## src/rtl/rtu_pkg.sv

```systemverilog
// ----------------------------------------------------------------------------
// rtu_pkg: shared types for the register transfer unit
// Request/response payloads, instruction kinds and inter-stage records.
// ----------------------------------------------------------------------------
package rtu_pkg;

   // Instruction kinds; codes 14 and 15 are unused and pass through.
   typedef enum logic [3:0] {
      KIND_TAX = 4'd0,
      KIND_TAY = 4'd1,
      KIND_TXS = 4'd2,
      KIND_TCD = 4'd3,
      KIND_TCS = 4'd4,
      KIND_TDC = 4'd5,
      KIND_TSC = 4'd6,
      KIND_TSX = 4'd7,
      KIND_TXA = 4'd8,
      KIND_TYA = 4'd9,
      KIND_TXY = 4'd10,
      KIND_TYX = 4'd11,
      KIND_MVN = 4'd12,
      KIND_MVP = 4'd13
   } kind_type;

   // Destination register of a transfer.
   typedef enum logic [2:0] {
      DST_NONE,
      DST_A,
      DST_X,
      DST_Y,
      DST_S,
      DST_D
   } dest_type;

   localparam logic [15:0] WORD_ALL_ONES = 16'hFFFF;
   localparam logic [7:0]  STACK_PAGE    = 8'h01;

   typedef struct packed {
      logic [3:0]  kind;
      logic [15:0] acc;
      logic [15:0] index_x;
      logic [15:0] index_y;
      logic [15:0] stack_ptr;
      logic [15:0] direct_page;
      logic        mem_narrow;
      logic        index_narrow;
      logic        emulation;
      logic [15:0] bank_pair;
      logic [7:0]  read_byte;
   } req_type;

   typedef struct packed {
      logic [15:0] acc_out;
      logic [15:0] x_out;
      logic [15:0] y_out;
      logic [15:0] s_out;
      logic [15:0] d_out;
      logic        flags_valid;
      logic        negative;
      logic        zero;
      logic        write_enable;
      logic [23:0] write_addr;
      logic [7:0]  write_data;
      logic        move_done;
   } rsp_type;

   // Transfer control decoded in the first stage.
   typedef struct packed {
      dest_type dest;
      logic     keep_high;    // replace low byte only
      logic     clear_high;   // high byte forced to 00
      logic     stack_page;   // high byte forced to 01
      logic     upd_flags;
      logic     flag_narrow;
      logic     is_move;
      logic     move_down;
   } ctl_type;

   typedef struct packed {
      ctl_type     ctl;
      logic [15:0] src;
      logic [15:0] acc;
      logic [15:0] index_x;
      logic [15:0] index_y;
      logic [15:0] stack_ptr;
      logic [15:0] direct_page;
      logic [7:0]  dest_bank;
      logic [7:0]  read_byte;
   } dec_type;

   typedef struct packed {
      rsp_type     regs;         // flag and done fields filled in last stage
      logic [15:0] flag_value;
      logic        flag_narrow;
   } exe_type;

endpackage

```

## src/rtl/rtu_chan_if.sv

```systemverilog
// ----------------------------------------------------------------------------
// rtu_chan_if: valid/ready channel
// Carries one payload per handshake between a source and a sink.
// ----------------------------------------------------------------------------
interface rtu_chan_if #(
   parameter type payload_type = logic
) ();
   logic        valid;
   logic        ready;
   payload_type payload;

   modport source (output valid, output payload, input ready);
   modport sink   (input valid, input payload, output ready);
endinterface

```

## src/rtl/rtu_decode.sv

```systemverilog
// ----------------------------------------------------------------------------
// rtu_decode: stage 1
// Decodes the kind and width bits into transfer control, picks the source.
// ----------------------------------------------------------------------------
module rtu_decode (
   input  logic             clock,
   input  logic             reset,
   input  logic             in_valid,
   output logic             in_ready,
   input  rtu_pkg::req_type in_data,
   output logic             out_valid,
   input  logic             out_ready,
   output rtu_pkg::dec_type out_data
);

   logic             valid_ff;
   rtu_pkg::dec_type data_ff;
   rtu_pkg::dec_type data_in;
   rtu_pkg::ctl_type ctl;
   logic [15:0]      src;
   logic             x8;
   logic             m8;
   logic             emu;

   assign x8  = in_data.index_narrow;
   assign m8  = in_data.mem_narrow;
   assign emu = in_data.emulation;

   always_comb begin
      ctl  = '0;
      ctl.dest = rtu_pkg::DST_NONE;
      src  = in_data.acc;
      unique case (rtu_pkg::kind_type'(in_data.kind)) inside
         rtu_pkg::KIND_TAX: begin
            ctl.dest = rtu_pkg::DST_X;  ctl.keep_high = x8;
            ctl.upd_flags = 1'b1;        ctl.flag_narrow = x8;
         end
         rtu_pkg::KIND_TAY: begin
            ctl.dest = rtu_pkg::DST_Y;  ctl.keep_high = x8;
            ctl.upd_flags = 1'b1;        ctl.flag_narrow = x8;
         end
         rtu_pkg::KIND_TXS: begin
            ctl.dest = rtu_pkg::DST_S;  src = in_data.index_x;
            ctl.stack_page = emu;        ctl.clear_high = !emu && x8;
         end
         rtu_pkg::KIND_TCD: begin
            ctl.dest = rtu_pkg::DST_D;  ctl.upd_flags = 1'b1;
         end
         rtu_pkg::KIND_TCS: begin
            ctl.dest = rtu_pkg::DST_S;  ctl.stack_page = emu;
         end
         rtu_pkg::KIND_TDC: begin
            ctl.dest = rtu_pkg::DST_A;  src = in_data.direct_page;
            ctl.upd_flags = 1'b1;
         end
         rtu_pkg::KIND_TSC: begin
            ctl.dest = rtu_pkg::DST_A;  src = in_data.stack_ptr;
            ctl.upd_flags = 1'b1;
         end
         rtu_pkg::KIND_TSX: begin
            ctl.dest = rtu_pkg::DST_X;  src = in_data.stack_ptr;
            ctl.clear_high = x8;
            ctl.upd_flags = 1'b1;        ctl.flag_narrow = x8;
         end
         rtu_pkg::KIND_TXA, rtu_pkg::KIND_TYA: begin
            ctl.dest = rtu_pkg::DST_A;
            src = (rtu_pkg::kind_type'(in_data.kind) == rtu_pkg::KIND_TXA) ?
                  in_data.index_x : in_data.index_y;
            ctl.keep_high  = m8;
            ctl.clear_high = !m8 && x8;
            ctl.upd_flags = 1'b1;        ctl.flag_narrow = m8;
         end
         rtu_pkg::KIND_TXY: begin
            ctl.dest = rtu_pkg::DST_Y;  src = in_data.index_x;
            ctl.keep_high = x8;
            ctl.upd_flags = 1'b1;        ctl.flag_narrow = x8;
         end
         rtu_pkg::KIND_TYX: begin
            ctl.dest = rtu_pkg::DST_X;  src = in_data.index_y;
            ctl.keep_high = x8;
            ctl.upd_flags = 1'b1;        ctl.flag_narrow = x8;
         end
         rtu_pkg::KIND_MVN: begin
            ctl.is_move = 1'b1;
         end
         rtu_pkg::KIND_MVP: begin
            ctl.is_move = 1'b1;          ctl.move_down = 1'b1;
         end
         default: begin
            ctl.dest = rtu_pkg::DST_NONE;
         end
      endcase
   end

   always_comb begin
      data_in.ctl         = ctl;
      data_in.src         = src;
      data_in.acc         = in_data.acc;
      data_in.index_x     = in_data.index_x;
      data_in.index_y     = in_data.index_y;
      data_in.stack_ptr   = in_data.stack_ptr;
      data_in.direct_page = in_data.direct_page;
      data_in.dest_bank   = in_data.bank_pair[15:8];
      data_in.read_byte   = in_data.read_byte;
   end

   assign in_ready = !valid_ff || out_ready;

   always_ff @(posedge clock) begin
      if (reset) begin
         valid_ff <= 1'b0;
      end else if (in_ready) begin
         valid_ff <= in_valid;
      end
      if (in_ready && in_valid) begin
         data_ff <= data_in;
      end
   end

   assign out_valid = valid_ff;
   assign out_data  = data_ff;

endmodule

```

## src/rtl/rtu_execute.sv

```systemverilog
// ----------------------------------------------------------------------------
// rtu_execute: stage 2
// Forms the new register file: byte merge for transfers, step for moves.
// ----------------------------------------------------------------------------
module rtu_execute (
   input  logic             clock,
   input  logic             reset,
   input  logic             in_valid,
   output logic             in_ready,
   input  rtu_pkg::dec_type in_data,
   output logic             out_valid,
   input  logic             out_ready,
   output rtu_pkg::exe_type out_data
);

   logic             valid_ff;
   rtu_pkg::exe_type data_ff;
   rtu_pkg::exe_type data_in;
   rtu_pkg::ctl_type ctl;
   logic [15:0]      old_dst;
   logic [15:0]      new_dst;
   logic [15:0]      step;

   assign ctl = in_data.ctl;

   always_comb begin
      case (ctl.dest)
         rtu_pkg::DST_A: old_dst = in_data.acc;
         rtu_pkg::DST_X: old_dst = in_data.index_x;
         rtu_pkg::DST_Y: old_dst = in_data.index_y;
         rtu_pkg::DST_S: old_dst = in_data.stack_ptr;
         rtu_pkg::DST_D: old_dst = in_data.direct_page;
         default:        old_dst = in_data.src;
      endcase
   end

   always_comb begin
      if (ctl.stack_page) begin
         new_dst = {rtu_pkg::STACK_PAGE, in_data.src[7:0]};
      end else if (ctl.keep_high) begin
         new_dst = {old_dst[15:8], in_data.src[7:0]};
      end else if (ctl.clear_high) begin
         new_dst = {8'h00, in_data.src[7:0]};
      end else begin
         new_dst = in_data.src;
      end
   end

   // +1 for MVN, -1 for MVP
   assign step = ctl.move_down ? rtu_pkg::WORD_ALL_ONES : 16'h0001;

   always_comb begin
      data_in = '0;
      data_in.regs.acc_out = (ctl.dest == rtu_pkg::DST_A) ? new_dst : in_data.acc;
      data_in.regs.x_out   = (ctl.dest == rtu_pkg::DST_X) ? new_dst : in_data.index_x;
      data_in.regs.y_out   = (ctl.dest == rtu_pkg::DST_Y) ? new_dst : in_data.index_y;
      data_in.regs.s_out   = (ctl.dest == rtu_pkg::DST_S) ? new_dst : in_data.stack_ptr;
      data_in.regs.d_out   = (ctl.dest == rtu_pkg::DST_D) ? new_dst
                                                          : in_data.direct_page;
      data_in.regs.flags_valid = ctl.upd_flags;
      data_in.flag_value  = new_dst;
      data_in.flag_narrow = ctl.flag_narrow;
      if (ctl.is_move) begin
         data_in.regs.acc_out      = in_data.acc + rtu_pkg::WORD_ALL_ONES;
         data_in.regs.x_out        = in_data.index_x + step;
         data_in.regs.y_out        = in_data.index_y + step;
         data_in.regs.write_enable = 1'b1;
         data_in.regs.write_addr   = {in_data.dest_bank, in_data.index_y};
         data_in.regs.write_data   = in_data.read_byte;
      end
   end

   assign in_ready = !valid_ff || out_ready;

   always_ff @(posedge clock) begin
      if (reset) begin
         valid_ff <= 1'b0;
      end else if (in_ready) begin
         valid_ff <= in_valid;
      end
      if (in_ready && in_valid) begin
         data_ff <= data_in;
      end
   end

   assign out_valid = valid_ff;
   assign out_data  = data_ff;

endmodule

```

## src/rtl/rtu_flags.sv

```systemverilog
// ----------------------------------------------------------------------------
// rtu_flags: stage 3
// Negative/zero from the destination at its width, move completion, output.
// ----------------------------------------------------------------------------
module rtu_flags (
   input  logic             clock,
   input  logic             reset,
   input  logic             in_valid,
   output logic             in_ready,
   input  rtu_pkg::exe_type in_data,
   output logic             out_valid,
   input  logic             out_ready,
   output rtu_pkg::rsp_type out_data
);

   logic             valid_ff;
   rtu_pkg::rsp_type data_ff;
   rtu_pkg::rsp_type data_in;
   logic             neg;
   logic             zer;

   always_comb begin
      if (in_data.flag_narrow) begin
         neg = in_data.flag_value[7];
         zer = (in_data.flag_value[7:0] == 8'h00);
      end else begin
         neg = in_data.flag_value[15];
         zer = (in_data.flag_value == 16'h0000);
      end
   end

   always_comb begin
      data_in           = in_data.regs;
      data_in.negative  = in_data.regs.flags_valid && neg;
      data_in.zero      = in_data.regs.flags_valid && zer;
      data_in.move_done = in_data.regs.write_enable &&
                          (in_data.regs.acc_out == rtu_pkg::WORD_ALL_ONES);
   end

   assign in_ready = !valid_ff || out_ready;

   always_ff @(posedge clock) begin
      if (reset) begin
         valid_ff <= 1'b0;
      end else if (in_ready) begin
         valid_ff <= in_valid;
      end
      if (in_ready && in_valid) begin
         data_ff <= data_in;
      end
   end

   assign out_valid = valid_ff;
   assign out_data  = data_ff;

endmodule

```

## src/rtl/cpu16_register_transfer_unit.sv

```systemverilog
// ----------------------------------------------------------------------------
// cpu16_register_transfer_unit: 65816-style transfer and block-move step
// Three-stage pipeline: decode, execute, flags/output register.
// ----------------------------------------------------------------------------
// Usage:
//  - req_if carries one instruction request: kind, the current A/X/Y/S/D,
//    the width and emulation bits, and for MVN/MVP the bank pair and the
//    byte read from source bank at X.
//  - rsp_if returns one response per request, in order: the new registers,
//    N/Z with flags_valid, and for moves the write strobe, 24-bit address
//    (dest bank : Y before the step), data and move_done.
//  - A request taken by req_if passes through the decode, execute and
//    flags registers before it shows up on rsp_if; a stall can hold it
//    in any of them.
//  - Throughput is one request per cycle while rsp_if.ready stays high; a stage
//    whose request moves on takes the next one at the same edge, so no bubbles under steady flow.
//  - When rsp_if.ready is low, the output stage holds its response and the
//    stall walks back one stage per full register; req_if.ready drops only
//    once all three stages are occupied.
//  - Reset (synchronous) clears the stage valid bits; payload registers
//    are not reset. There is no architectural state beyond the pipeline.
//  - Kinds 14 and 15 pass registers through with no flags and no write.
// ----------------------------------------------------------------------------
module cpu16_register_transfer_unit (
   input  logic      clock,
   input  logic      reset,
   rtu_chan_if.sink   req_if,
   rtu_chan_if.source rsp_if
);

   logic             dec_valid;
   logic             dec_ready;
   rtu_pkg::dec_type dec_data;
   logic             exe_valid;
   logic             exe_ready;
   rtu_pkg::exe_type exe_data;
   rtu_pkg::req_type req_data;
   rtu_pkg::rsp_type rsp_data;

   assign req_data = req_if.payload;

   // Stage 1: kind decode and source select
   rtu_decode u_decode (
      .clock     (clock),
      .reset     (reset),
      .in_valid  (req_if.valid),
      .in_ready  (req_if.ready),
      .in_data   (req_data),
      .out_valid (dec_valid),
      .out_ready (dec_ready),
      .out_data  (dec_data)
   );

   // Stage 2: byte merge, move step and write address
   rtu_execute u_execute (
      .clock     (clock),
      .reset     (reset),
      .in_valid  (dec_valid),
      .in_ready  (dec_ready),
      .in_data   (dec_data),
      .out_valid (exe_valid),
      .out_ready (exe_ready),
      .out_data  (exe_data)
   );

   // Stage 3: N/Z, move_done; doubles as the output register
   rtu_flags u_flags (
      .clock     (clock),
      .reset     (reset),
      .in_valid  (exe_valid),
      .in_ready  (exe_ready),
      .in_data   (exe_data),
      .out_valid (rsp_if.valid),
      .out_ready (rsp_if.ready),
      .out_data  (rsp_data)
   );

   assign rsp_if.payload = rsp_data;

endmodule

```

## src/flat_wrapper.sv

```systemverilog
// flat-port wrapper written by rule: the top's interface ports become plain ports
module cpu16_register_transfer_unit_flat 
  (clock, reset, req_if_valid, req_if_payload, req_if_ready, rsp_if_valid, rsp_if_payload, rsp_if_ready);
  rtu_chan_if req_if_i ();
  rtu_chan_if rsp_if_i ();
  input  logic clock;
  input  logic reset;
  input wire logic [$bits(req_if_i.valid)-1:0] req_if_valid;
  input wire logic [$bits(req_if_i.payload)-1:0] req_if_payload;
  output wire logic [$bits(req_if_i.ready)-1:0] req_if_ready;
  output wire logic [$bits(rsp_if_i.valid)-1:0] rsp_if_valid;
  output wire logic [$bits(rsp_if_i.payload)-1:0] rsp_if_payload;
  input wire logic [$bits(rsp_if_i.ready)-1:0] rsp_if_ready;
  assign req_if_i.valid = req_if_valid;
  assign req_if_i.payload = req_if_payload;
  assign req_if_ready = req_if_i.ready;
  assign rsp_if_valid = rsp_if_i.valid;
  assign rsp_if_payload = rsp_if_i.payload;
  assign rsp_if_i.ready = rsp_if_ready;
  cpu16_register_transfer_unit u_core (.clock(clock), .reset(reset), .req_if(req_if_i), .rsp_if(rsp_if_i));
endmodule
```

## config.mk

```make
export PLATFORM = sky130hd
export DESIGN_NAME = cpu16_register_transfer_unit_flat
export DESIGN_NICKNAME = d
export VERILOG_FILES = /design/src/rtl/rtu_pkg.sv /design/src/rtl/rtu_chan_if.sv /design/src/rtl/rtu_decode.sv /design/src/rtl/rtu_execute.sv /design/src/rtl/rtu_flags.sv /design/src/rtl/cpu16_register_transfer_unit.sv /design/src/flat_wrapper.sv
export SDC_FILE = /design/constraint.sdc
export NUM_CORES = 1
export LEC_CHECK = 0
export ABC_AREA = 1
export BUFFER_PORTS_ARGS = -buffer_cell sky130_fd_sc_hd__clkbuf_2
export CAP_MARGIN = 20
export CORE_AREA = 4 4 41 43
export CTS_BUF_LIST = sky130_fd_sc_hd__clkbuf_16
export DETAILED_ROUTE_END_ITERATION = 10
export DIE_AREA = 0 0 45 47
export REMOVE_ABC_BUFFERS = 1
export SLEW_MARGIN = 20
export SYNTH_ARGS = -nofsm -noshare
export SYNTH_HDL_FRONTEND = slang
export SYNTH_SLANG_ARGS = --single-unit
```

## constraint.sdc

```tcl
create_clock -name clock -period 1.4 [get_ports clock]
set_input_delay 0.07 -clock clock [delete_from_list [all_inputs] [get_ports clock]]
set_output_delay 0.07 -clock clock [all_outputs]
set_load 0.05 [all_outputs]
```

-- Word-level counts from Yosys, hierarchy flattened
Cells that the tools add are included.
- reductions and logical operators: 6
- operators with widths (kind ; number):
    1-bit logical NOT ; 3
    1-bit logical OR ; 3
- register bits: 3
- output and inout bits: 3
- logic and storage cells: 9

-- Logic depth before layout (Yosys ltp)
- depth after elaboration: 4
- depth in mapped cells: 3
- mapped depth without buffers: 3

-- Cells and area by module
Synthesis repeated with hierarchy kept, for this count alone.
- cell total of the unflattened synthesis: 1463
- area, all modules: 16464.5 um2
- by module, submodules not included (module ; times used ; cells an instance ; area an instance (um2)):
    rtu_execute ; 1 ; 985 ; 7988.9
    rtu_decode ; 1 ; 322 ; 4770.8
    rtu_flags ; 1 ; 155 ; 3701.0
    cpu16_register_transfer_unit ; 1 ; 1 ; 3.8

-- Least setup slack after synthesis
Ideal clock, no wire load.
- kind: flip-flop to flip-flop
- start point: register u_core.u_flags.valid_ff, in the netlist u_core.u_flags.out_valid
- end point: register u_core.u_decode.valid_ff, in the netlist u_core.u_decode.out_valid
- library setup time: 71 ps
- arrival: 1356 ps
- required time: 1329 ps
- path slack: -27 ps
- cell stages (with the launch flop): 3
- path buffers: 0
- path through: dfxtp_1 nand4_2 a21oi_2
- word-level cells in the longest chain between the ends: 4
- RTL lines (item ; line ; source):
    from (decl) ; rtu_flags.sv:16 ; logic valid_ff;
    from (signal assigned) ; rtu_flags.sv:46 ; valid_ff <= in_valid;
    1-bit logical NOT ; rtu_flags.sv:40 ; assign in_ready = !valid_ff || out_ready;
    1-bit logical OR ; rtu_flags.sv:40 ;
    1-bit logical OR ; rtu_execute.sv:73 ; assign in_ready = !valid_ff || out_ready;
    1-bit logical OR ; rtu_decode.sv:107 ; assign in_ready = !valid_ff || out_ready;
    net req_if_ready ; flat_wrapper.sv:10 ; output wire logic [$bits(req_if_i.ready)-1:0] req_if_ready;
    to (signal assigned) ; rtu_decode.sv:113 ; valid_ff <= in_valid;
    to (decl) ; rtu_decode.sv:16 ; logic valid_ff;
The timed path passes the listed nets, and every way through them passes these cells.
A chain may end at the register's enable or synchronous reset.

-- Worst setup path after layout
- start point: register u_core.u_flags.valid_ff, in the netlist u_core.u_flags.out_valid
- end point: output port req_if_ready
- word-level cells in the longest chain between the ends: 4
- RTL lines (item ; line):
    1-bit logical NOT ; rtu_flags.sv:40
    1-bit logical OR ; rtu_flags.sv:40
    1-bit logical OR ; rtu_execute.sv:73
    1-bit logical OR ; rtu_decode.sv:107
    to (decl) ; flat_wrapper.sv:10
No other way between the ends.

==> flow_metrics.env <==
export IMPL_vias=104
export IMPL_ys_top_cells_by_area="dfxtp_1 (49%), nand4_2 (10%), inv_1 (9.2%), a21oi_1 (8.2%), a21oi_2 (7.1%)"
export IMPL_place_ws_ns=0.5724
export IMPL_critical_path_required_ns=1.33
export IMPL_final_cell_mix="clkbuf_2 (5), inv_1 (4), clkbuf_16 (3), dfxtp_1 (3), a21oi_1 (2)"
export IMPL_synth_cell_area_um2=122.6
export IMPL_nets=28
export IMPL_syn_mean_instance_area_um2=8.758
export IMPL_cts_sinks=3
export IMPL_grt_max_degree=5
export IMPL_power_total_mw=0.5578
export IMPL_layout_setup_ws_ns=0.3519
export IMPL_grt_pass1_vias=113
export IMPL_syn_to_final_growth_pct=93.88
export IMPL_final_area_um2=237.7
export IMPL_min_period_ns=1.048
export IMPL_die_h_um=47
export IMPL_reg2reg_from="u_core.u_flags.out_valid"
export IMPL_wl_per_cell_um=6.865
export IMPL_ir_drop_mv=0.6005
export IMPL_power_density_mw_per_mm2=2346
export IMPL_post_cts_repair_setup_buffers=0
export IMPL_dieWidth_um=45
export IMPL_outcome="finished, final reports clean"
export IMPL_core_area_mm2=0.001301
export IMPL_slew_violations=0
export IMPL_placed_area_um2=158.9
export IMPL_grt_total_usage_pct=3.949
export IMPL_clkLatencyLatePin_ns=0.22
export IMPL_min_from="reset"
export IMPL_numPortBuffers=5
export IMPL_fmax_ghz=0.9541
export IMPL_yosys_area_top_type="dfxtp_1"
export IMPL_die_area_mm2=0.002115
export IMPL_grt_pass1_wl_um=496
export IMPL_hold_buffers=0
export IMPL_drc=0
export IMPL_hold_viol=0
export IMPL_critPathKind="flip-flop to output pin"
export IMPL_clockRootBuffer="clkbuf_16"
export IMPL_ios=8
export IMPL_grt_ovfl_total=0
export IMPL_dr_pass1_iters=1
export IMPL_ys_ff_latch=3
export IMPL_synth_top_area_share_pct=48.98
export IMPL_setup_viol=0
export IMPL_cts_reportedPaths_clkPinSlew_ns=0.03
export IMPL_skew_ns=0.0004674
export IMPL_synth_cells=14
export IMPL_antenna_left=0
export IMPL_dr_first_iter_drc_count=0
export IMPL_critical_path_peak_fanout=4
export IMPL_mostFrequentLayoutCell="clkbuf_2"
export IMPL_drive_above_1_share_pct=45.45
export IMPL_fin_crit_sh_pct=74.87
export IMPL_initial_core_util_pct=9.423
export IMPL_cts_made_buffers=3
export IMPL_clock_path_buffers=2
export IMPL_htree_levels=1
export IMPL_crit_arrival_ns=0.98
export IMPL_worst_setup_path_end_kind="output pin"
export IMPL_power_leakage_nw=0.1211
export IMPL_worstSetupStartpointType="flip-flop"
export IMPL_rows=13
export IMPL_rsz0062_at_grt="no"
export IMPL_synth_warnings=0
export IMPL_vias_per_cell=2.811
export IMPL_cts_resized_gates=0
export IMPL_yosysSeqAreaShare_pct=48.98
export IMPL_antenna_found_initial=0
export IMPL_startpoint="u_core.u_flags.out_valid"
export IMPL_cts_tree="built"
export IMPL_hp_class="input port to flip-flop"
export IMPL_num_antenna_cells=0
export IMPL_final_cell_count_no_fill=37
export IMPL_placed_cells=33
export IMPL_ys_types=9
export IMPL_totalWireLength_um=254
export IMPL_place_gp_congestion=0.5941
export IMPL_maxCapViolCount=0
## power breakdown
group          switching, mW  internal (mW)  total [mW]
registers            0.00325         0.0902      0.0934
logic                 0.0160        0.00643      0.0224
clock network         0.0740          0.368       0.442
total                 0.0933          0.465       0.558
## cells in the mapped netlist (all sizes together)
| cell type | n |
|---|---|
| a21oi | 3 |
| dfxtp | 3 |
| nand4 | 1 |
| buf | 1 |
| nand3 | 1 |
| inv | 3 |
| nor2 | 1 |
| conb | 1 |
## logic make-up after synthesis
| kind of cell | synth area share (%) |
|---|---|
| other | 3.058 |
| AOI/OAI and AO/OA | 15.31 |
| and+or+nand+nor | 17.34 |
| DFF | 48.98 |
| buffers and inverters | 15.31 |
## metrics by stage
step	util [%]	hold slack (ns)	setup TNS, ns
floorplan	-	0.1324	-0.02702
global placement	12.21	0.2654	0
detailed placement	12.21	0.2670	0
CTS	18.27	0.03389	0
global route	18.27	0.04917	0
finish	18.27	0.03884	0
## final timing paths
path	to	slack [ns]	cells past startpoint
worst max register to register	u_core.u_decode.out_valid	0.71	2
worst max-delay path	req_if_ready	0.35	2
worst min-delay path	u_core.u_decode.out_valid	0.04	2
worst min register to register	u_core.u_execute.out_valid	0.46	2
## critical path, cell delays in order, from the launching register on
cell and delay, ns:
dfxtp_1 0.36, nand4_2 0.13, clkbuf_2 0.26
## area by class of cell
type	instances	area, µm²
flip-flops and latches	3	60.06
well taps	15	18.77
clock buffers	3	75.07
clock inverters	1	3.754
inverters	3	11.26
repair buffers	5	25.02
multi-input cells	7	43.79
fillers	149	1064
## metal layers
layer | vias up | wire length [µm] | global-route usage [%]
li1 | 58 | - | -
met1 | 39 | 142 | 5.000
met2 | 7 | 75 | 2.542
met3 | 0 | 37 | 2.682
met4 | 0 | 0 | 7.018
met5 | - | 0 | 0
## sequential cells by signal (all words and copies together) (netlist names)
name / flops
u_core.u_flags.out_valid: 1
u_core.u_decode.out_valid: 1
u_core.u_execute.out_valid: 1
No activity file was read; power rests on OpenSTA's default activity.
